==> src/hdl/packet_framer_with_fcs9_macros.svh <==
// ---------------------------------------------------------------------------
// packet_framer_with_fcs9_macros.svh
// Assertion macros for the frame builder; empty under synthesis.
// ---------------------------------------------------------------------------
`ifndef PACKET_FRAMER_WITH_FCS9_MACROS_SVH
`define PACKET_FRAMER_WITH_FCS9_MACROS_SVH

`ifndef SYNTHESIS
// same-cycle implication
`define PFCS_ASSERT_IMPL(label, clk, rst_n, ante, cons) \
	label: assert property (@(posedge clk) disable iff (!(rst_n)) (ante) |-> (cons)) \
		else $error("pfcs assertion failed");
// next-cycle implication
`define PFCS_ASSERT_NEXT(label, clk, rst_n, ante, cons) \
	label: assert property (@(posedge clk) disable iff (!(rst_n)) (ante) |=> (cons)) \
		else $error("pfcs assertion failed");
`else
`define PFCS_ASSERT_IMPL(label, clk, rst_n, ante, cons)
`define PFCS_ASSERT_NEXT(label, clk, rst_n, ante, cons)
`endif

`endif

==> src/hdl/pfcs_pkg.sv <==
// ---------------------------------------------------------------------------
// pfcs_pkg
// Shared types, constants and the 9-bit check update for the frame builder.
// ---------------------------------------------------------------------------
package pfcs_pkg;

	localparam int CHECK_W  = 9;
	localparam int LEN_W    = 5;
	localparam int CMD_W    = 4;
	localparam int BYTE_W   = 8;
	localparam int QDEPTH   = 4;
	localparam int QPTR_W   = 2;

	localparam logic [CHECK_W-1:0] CHECK_FEEDBACK = 9'h100;

	// input kinds carried on tuser
	localparam logic ACT_START   = 1'b0;
	localparam logic ACT_PAYLOAD = 1'b1;

	// one queued unit of work: up to two plain bytes, then optional check bytes
	typedef struct packed {
		logic [BYTE_W-1:0]  byte_a;
		logic [BYTE_W-1:0]  byte_b;
		logic               two_bytes;
		logic               close;
		logic               err;
		logic [CHECK_W-1:0] check;
	} job_t;

	function automatic logic [CHECK_W-1:0] check_byte(
		input logic [CHECK_W-1:0] cur,
		input logic [BYTE_W-1:0]  data
	);
		logic [CHECK_W-1:0] c;
		c = cur ^ {1'b0, data};
		for (int k = 0; k < BYTE_W; k++) begin
			if (c[0]) begin
				c = (c >> 1) ^ CHECK_FEEDBACK;
			end else begin
				c = c >> 1;
			end
		end
		return c;
	endfunction

endpackage

==> src/hdl/pfcs_front.sv <==
// ---------------------------------------------------------------------------
// pfcs_front
// Takes input items, tracks frame state and the check value, queues jobs.
// ---------------------------------------------------------------------------
module pfcs_front #(
	parameter int MAX_PAYLOAD = 31
) (
	input  logic                           clk,
	input  logic                           arst_n,
	input  logic                           accept,
	input  logic                           action,
	input  logic [pfcs_pkg::CMD_W-1:0]     command,
	input  logic [pfcs_pkg::LEN_W-1:0]     payload_length,
	input  logic [pfcs_pkg::BYTE_W-1:0]    payload_byte,
	output pfcs_pkg::job_t                 job
);
	import pfcs_pkg::*;

	localparam logic [LEN_W-1:0] MAX_LEN = LEN_W'(MAX_PAYLOAD);

	logic [CHECK_W-1:0] check_q, check_n;
	logic [LEN_W-1:0]   remain_q, remain_n;
	logic               open_q, open_n;

	logic [LEN_W-1:0]   len_sat;
	logic [BYTE_W-1:0]  hdr0, hdr1;

	always_comb begin
		len_sat = (payload_length > MAX_LEN) ? MAX_LEN : payload_length;
		hdr0    = {len_sat[3:0], command};
		hdr1    = {7'b0, len_sat[4]};

		check_n  = check_q;
		remain_n = remain_q;
		open_n   = open_q;

		job.byte_a    = '0;
		job.byte_b    = hdr1;
		job.two_bytes = 1'b0;
		job.close     = 1'b0;
		job.err       = 1'b0;

		if (action == ACT_START) begin
			check_n       = check_byte(check_byte('0, hdr0), hdr1);
			remain_n      = len_sat;
			open_n        = (len_sat != '0);
			job.byte_a    = hdr0;
			job.two_bytes = 1'b1;
			job.close     = (len_sat == '0);
		end else if (open_q) begin
			check_n    = check_byte(check_q, payload_byte);
			remain_n   = remain_q - LEN_W'(1);
			open_n     = (remain_n != '0);
			job.byte_a = payload_byte;
			job.close  = (remain_n == '0);
		end else begin
			job.err = 1'b1;
		end
		job.check = check_n;
	end

	always_ff @(posedge clk or negedge arst_n) begin
		if (!arst_n) begin
			check_q  <= '0;
			remain_q <= '0;
			open_q   <= 1'b0;
		end else if (accept) begin
			check_q  <= check_n;
			remain_q <= remain_n;
			open_q   <= open_n;
		end
	end

endmodule

==> src/hdl/pfcs_fifo.sv <==
// ---------------------------------------------------------------------------
// pfcs_fifo
// Short job queue between the front and the back.
// ---------------------------------------------------------------------------
module pfcs_fifo (
	input  logic           clk,
	input  logic           arst_n,
	input  logic           push,
	input  pfcs_pkg::job_t wr_job,
	input  logic           pop,
	output pfcs_pkg::job_t rd_job,
	output logic           full,
	output logic           empty
);
	import pfcs_pkg::*;

	job_t              mem_q [QDEPTH];
	logic [QPTR_W-1:0] wr_ptr_q, rd_ptr_q;
	logic [QPTR_W:0]   count_q;
	logic              do_push, do_pop;

	assign full    = (count_q == (QPTR_W+1)'(QDEPTH));
	assign empty   = (count_q == '0);
	assign do_push = push && !full;
	assign do_pop  = pop && !empty;
	assign rd_job  = mem_q[rd_ptr_q];

	always_ff @(posedge clk) begin
		if (do_push) begin
			mem_q[wr_ptr_q] <= wr_job;
		end
	end

	always_ff @(posedge clk or negedge arst_n) begin
		if (!arst_n) begin
			wr_ptr_q <= '0;
			rd_ptr_q <= '0;
			count_q  <= '0;
		end else begin
			if (do_push) begin
				wr_ptr_q <= wr_ptr_q + QPTR_W'(1);
			end
			if (do_pop) begin
				rd_ptr_q <= rd_ptr_q + QPTR_W'(1);
			end
			if (do_push && !do_pop) begin
				count_q <= count_q + (QPTR_W+1)'(1);
			end else if (do_pop && !do_push) begin
				count_q <= count_q - (QPTR_W+1)'(1);
			end
		end
	end

endmodule

==> src/hdl/pfcs_back.sv <==
// ---------------------------------------------------------------------------
// pfcs_back
// Expands each job into its output bytes, one per cycle while m_tready is high.
// ---------------------------------------------------------------------------
module pfcs_back (
	input  logic                        clk,
	input  logic                        arst_n,
	input  pfcs_pkg::job_t              q_job,
	input  logic                        q_empty,
	output logic                        q_pop,
	output logic                        m_tvalid,
	input  logic                        m_tready,
	output logic [pfcs_pkg::BYTE_W-1:0] m_tdata,
	output logic                        m_tlast,
	output logic                        m_tuser
);
	import pfcs_pkg::*;

	job_t       cur_q;
	logic       cur_vld_q;
	logic [1:0] step_q;

	logic [1:0] plain_last, last_step;
	logic       at_last;

	always_comb begin
		plain_last = {1'b0, cur_q.two_bytes};
		last_step  = plain_last + (cur_q.close ? 2'd2 : 2'd0);
		at_last    = (step_q == last_step);

		if (step_q <= plain_last) begin
			m_tdata = step_q[0] ? cur_q.byte_b : cur_q.byte_a;
		end else if (step_q == plain_last + 2'd1) begin
			m_tdata = cur_q.check[7:0];
		end else begin
			m_tdata = {7'b0, cur_q.check[8]};
		end
		m_tlast  = cur_q.close && at_last;
		m_tuser  = cur_q.err;
		m_tvalid = cur_vld_q;
		q_pop    = !q_empty && (!cur_vld_q || (m_tready && at_last));
	end

	always_ff @(posedge clk) begin
		if (q_pop) begin
			cur_q <= q_job;
		end
	end

	always_ff @(posedge clk or negedge arst_n) begin
		if (!arst_n) begin
			cur_vld_q <= 1'b0;
			step_q    <= '0;
		end else if (q_pop) begin
			cur_vld_q <= 1'b1;
			step_q    <= '0;
		end else if (cur_vld_q && m_tready) begin
			if (at_last) begin
				cur_vld_q <= 1'b0;
				step_q    <= '0;
			end else begin
				step_q <= step_q + 2'd1;
			end
		end
	end

endmodule

==> src/hdl/packet_framer_with_fcs9.sv <==
// Path: an accepted item goes into the job queue, then into the back end's job register.
// Throughput: one input item per cycle while the queue is not full; output one
// byte per cycle while m_tready is high, set by the back end, so a start item
// yields two or four bytes and a closing payload item three; a four-job queue absorbs the difference.
// Reset: arst_n clears frame state, check value, queue and output valid at once.
// ---------------------------------------------------------------------------
// packet_framer_with_fcs9
// Frame builder: header, payload and a 9-bit frame check sequence.
// ---------------------------------------------------------------------------
`include "packet_framer_with_fcs9_macros.svh"

module packet_framer_with_fcs9 #(
	parameter int MAX_PAYLOAD = 31
) (
	input  logic        clk,
	input  logic        arst_n,
	// input items
	input  logic        s_tvalid,
	output logic        s_tready,
	input  logic [23:0] s_tdata,  // [3:0] command, [8:4] payload_length,
	                              // [16:9] payload_byte, [23:17] zero
	input  logic        s_tuser,  // [0] action: 0 start, 1 payload
	// output items
	output logic        m_tvalid,
	input  logic        m_tready,
	output logic [7:0]  m_tdata,  // [7:0] out_byte
	output logic        m_tlast,  // frame_end
	output logic        m_tuser   // [0] error
);
	import pfcs_pkg::*;

	job_t front_job, q_job;
	logic q_full, q_empty, q_pop;
	logic s_accept;

	// the queue gives back pressure; front state moves only on accept
	assign s_tready = !q_full;
	assign s_accept = s_tvalid && s_tready;

	pfcs_front #(
		.MAX_PAYLOAD(MAX_PAYLOAD)
	) u_front (
		.clk           (clk),
		.arst_n        (arst_n),
		.accept        (s_accept),
		.action        (s_tuser),
		.command       (s_tdata[3:0]),
		.payload_length(s_tdata[8:4]),
		.payload_byte  (s_tdata[16:9]),
		.job           (front_job)
	);

	pfcs_fifo u_fifo (
		.clk   (clk),
		.arst_n(arst_n),
		.push  (s_accept),
		.wr_job(front_job),
		.pop   (q_pop),
		.rd_job(q_job),
		.full  (q_full),
		.empty (q_empty)
	);

	// back end: header bytes, payload byte, then check low byte and bit 8
	pfcs_back u_back (
		.clk     (clk),
		.arst_n  (arst_n),
		.q_job   (q_job),
		.q_empty (q_empty),
		.q_pop   (q_pop),
		.m_tvalid(m_tvalid),
		.m_tready(m_tready),
		.m_tdata (m_tdata),
		.m_tlast (m_tlast),
		.m_tuser (m_tuser)
	);

	// an accepted item always leaves a queued job behind
	`PFCS_ASSERT_NEXT(a_push_fills, clk, arst_n, s_accept, !q_empty)
	// an idle back end picks up a waiting job in the next cycle
	`PFCS_ASSERT_NEXT(a_back_loads, clk, arst_n, !q_empty && !m_tvalid, m_tvalid)
	// frame end never rides on an error item
	`PFCS_ASSERT_IMPL(a_end_not_err, clk, arst_n, m_tvalid && m_tlast, !m_tuser)

endmodule

==> config.mk <==
export PLATFORM = sky130hd
export DESIGN_NAME = packet_framer_with_fcs9
export DESIGN_NICKNAME = d
export VERILOG_FILES = /design/src/hdl/pfcs_pkg.sv /design/src/hdl/pfcs_front.sv /design/src/hdl/pfcs_fifo.sv /design/src/hdl/pfcs_back.sv /design/src/hdl/packet_framer_with_fcs9.sv
export VERILOG_INCLUDE_DIRS = /design/src /design/src/hdl
export SDC_FILE = /design/constraint.sdc
export NUM_CORES = 1
export LEC_CHECK = 0
export ABC_AREA = 1
export BUFFER_PORTS_ARGS = -buffer_cell sky130_fd_sc_hd__buf_2
export CAP_MARGIN = 20
export CORE_MARGIN = 3
export CORE_UTILIZATION = 44
export CTS_CLUSTER_SIZE = 12
export DETAILED_ROUTE_END_ITERATION = 6
export PLACE_DENSITY = 0.64
export SYNTH_ARGS = -nofsm -noshare
export SYNTH_HDL_FRONTEND = slang
export SYNTH_HIERARCHICAL = 1
export SYNTH_SLANG_ARGS = --single-unit
==> constraint.sdc <==
create_clock -name clk -period 3.55 [get_ports clk]
set_input_delay 0.71 -clock clk [delete_from_list [all_inputs] [get_ports clk]]
set_output_delay 0.71 -clock clk [all_outputs]
set_load 0.05 [all_outputs]
==> impl_metrics.env <==
export IMPL_r2r_slack_ps=670
export IMPL_clk_pin_slew_ps=60
export IMPL_critPathMaxStageDelay_ps=660
export IMPL_cts_resized=0
export IMPL_synth_area_leaders="edfxtp_1, dfrtp_1, nand2_1"
export IMPL_cts_tree="built"
export IMPL_crit_start="u_back/step_q[0]$_DFFE_PN0P_"
export IMPL_clock_path_buffers=2
export IMPL_final_area_sq_um=8466
export IMPL_grt_overflow=0
export IMPL_die_h_um=137.0
export IMPL_powerDensity_nw_per_um2=901.7
export IMPL_dp_slack_ps=703.1
export IMPL_vias_per_cell=5.002
export IMPL_synth_edf_count=140
export IMPL_dp_final_hpwl_um=9519
export IMPL_postCtsHoldBufs=0
export IMPL_placed_cell_area_sq_um=7870
export IMPL_drv_slew=0
export IMPL_setup_viol=0
export IMPL_endpoint_kind="output port"
export IMPL_dr_total_vias=4667
export IMPL_fp_dieW_um=137.0
export IMPL_synth_top_area_cell="edfxtp_1"
export IMPL_cp_required_ps=2840
export IMPL_dieArea_sq_um=18770
export IMPL_fin_setup_tns_ps=0
export IMPL_initial_core_util_pct=45.22
export IMPL_critPathTopFamily="flip-flops"
export IMPL_grt_max_degree=73
export IMPL_hold_path_class="in -> async"
export IMPL_core_area_sq_um=16700
export IMPL_gp_congestion=0.8034
export IMPL_tritoncts_num_buffers=17
export IMPL_worst_path_stages=6
export IMPL_r2r_end="u_fifo/count_q[1]$_DFFE_PN0P_"
export IMPL_yosysMostFrequentCell="nand2_1"
export IMPL_worst_slew_pin_slew_ps=701.3
export IMPL_critPathKind="reg -> out"
export IMPL_vdd_drop_max_uv=659.8
export IMPL_cts_sinks=165
export IMPL_postCtsSetupRepairBufs=0
export IMPL_fin_nets=739
export IMPL_rsz0062_at_grt="false"
export IMPL_ys_async_sr_fraction_pct=15.15
export IMPL_dp_cells=902
export IMPL_reg2regPathDepth=12
export IMPL_drt_wl_total_um=14450
export IMPL_power_leakage_uw=0.003576
export IMPL_synth_flop_cell="edfxtp_1"
export IMPL_grt_pass1_vias=4518
export IMPL_synth_area_sq_um=7552
export IMPL_start_kind="flop"
export IMPL_cap_violations=0
export IMPL_drive_gt1_share_pct=18.23
export IMPL_synth_common_cells="nand2_1, edfxtp_1, inv_1, o211ai_1, o211ai_2"
export IMPL_worstPathCellList="inv_2 > ha_1 > o21ai_4 > nand2_1 > o21ai_1 > buf_2"
export IMPL_fin_ws_ps=367.4
export IMPL_fmax_ghz=0.3142
export IMPL_grt_usage_pct=16.51
export IMPL_period_needed_ps=3183
export IMPL_path_buf_inv=2
export IMPL_final_cells=933
export IMPL_cts_max_level=4
export IMPL_antenna_found_initial=0
export IMPL_wl_per_cell_um=15.49
export IMPL_worstSkewPairLatency_ps=430
export IMPL_synth_cell_types=38
export IMPL_skew_ps=12.43
export IMPL_cp_slowest_cell="dfrtp_1"
export IMPL_io_buffer_count=33
export IMPL_synth_seq_area_share_pct=63.95
export IMPL_placementRows=47
export IMPL_area_delta_synth_final_pct=12.09
export IMPL_critical_path_arrival_ps=2470
export IMPL_ant_nets=0
export IMPL_path_max_fanout=11
export IMPL_first_pass_iters=5
export IMPL_regToRegStartpoint="u_back/step_q[0]$_DFFE_PN0P_"
export IMPL_synth_cells=667
export IMPL_yosysTopAreaCellShare_pct=55.67
export IMPL_drt_drc_violations_left=0
export IMPL_hold_viol_final=0
export IMPL_syn_avg_cell_area_sq_um=11.32
export IMPL_num_fill_cells=1485
export IMPL_n_antenna_cell=0
export IMPL_cts_root_buf="clkbuf_16"
export IMPL_final_period_utilization_pct=89.65
export IMPL_slew_limit_headroom_pct=53.18
export IMPL_ys_warn_count=6
export IMPL_num_io_pins=41
export IMPL_drt_iter0_drc=245
export IMPL_grt_pass1_wl_um=22890
export IMPL_synth_seq_cells=165
export IMPL_status="finished clean"
kinds of logic after synthesis:
kind of cell | after synthesis | share of synthesized area (%)
AOI/OAI and AO/OA | 113 | 12.62
other | 1 | 0.04965
xor gates and xnor gates | 1 | 0.1160
buffers and inverters | 156 | 9.327
DFF | 165 | 63.95
and+or+nand+nor | 222 | 12.34
adders and majority gates | 9 | 1.591
flip-flops by register name, summed over array words and instances, names as in the netlist:
register          cells
u_fifo/wr_ptr_q       2
u_front/open_q        1
u_back/step_q         2
u_fifo/rd_ptr_q       2
u_front/remain_q      5
u_fifo/mem_q        112
u_front/check_q       9
u_back/cur_q         27
u_back/m_tuser        1
u_fifo/count_q        3
u_back/m_tvalid       1
area by class of cell:
type / count / area [sq um] / area share (%)
multi-input cells: 352 / 2053 / 24.25
flip-flops and latches: 165 / 4830 / 57.05
clock inverters: 11 / 158.9 / 1.877
clock buffers: 20 / 436.7 / 5.158
well taps: 220 / 275.3 / 3.252
inverters: 124 / 474.2 / 5.602
repair buffers: 41 / 237.7 / 2.808
power breakdown:
group | internal, uW | switching [uW] | leakage, uW | total (uW)
clock network | 1160 | 679 | 0.000289 | 1840
logic | 778 | 1960 | 0.00170 | 2740
registers | 2800 | 254 | 0.00159 | 3050
total | 4740 | 2890 | 0.00358 | 7630
metal layers:
metal,share of wire (%),GRT usage [%],vias to the layer above
li1,-,-,2317
met3,4.7,4.890,9
met2,48,26.32,119
met4,1.2,5.322,0
met1,46,21.78,2222
met5,0,0,-
cell usage in the layout (no fill, tap or decap), types with 6 or more instances in the layout:
cell type,n
inv_1,113
buf_4,7
conb_1,7
nand2_1,163
dfrtp_1,25
inv_2,8
o21ai_1,15
nor2_1,10
o21ai_0,11
ha_1,8
o211ai_1,37
nand3_1,26
clkbuf_16,17
nor2_2,6
o211ai_2,30
buf_2,33
edfxtp_1,140
worst max path at each step:
stage / end / slack, ps
global placement: u_fifo/count_q[1]$_DFFE_PN0P_ / 810
global route: m_tdata[2] / 220
detailed placement: u_fifo/count_q[1]$_DFFE_PN0P_ / 700
floorplan: u_fifo/count_q[1]$_DFFE_PN0P_ / 510
CTS: m_tdata[5] / 340
finish: m_tdata[5] / 370
metrics by stage:
step	hold WS, ps	power [uW]	utilization [%]
after floorplan	414.4	5201	-
after global placement	488.1	5741	47.12
after detailed placement	494.0	5847	47.12
after CTS	315.9	7704	50.69
after global routing	336.5	8120	50.69
final	314.9	7633	50.69
(Power assumes the default switching activity.)
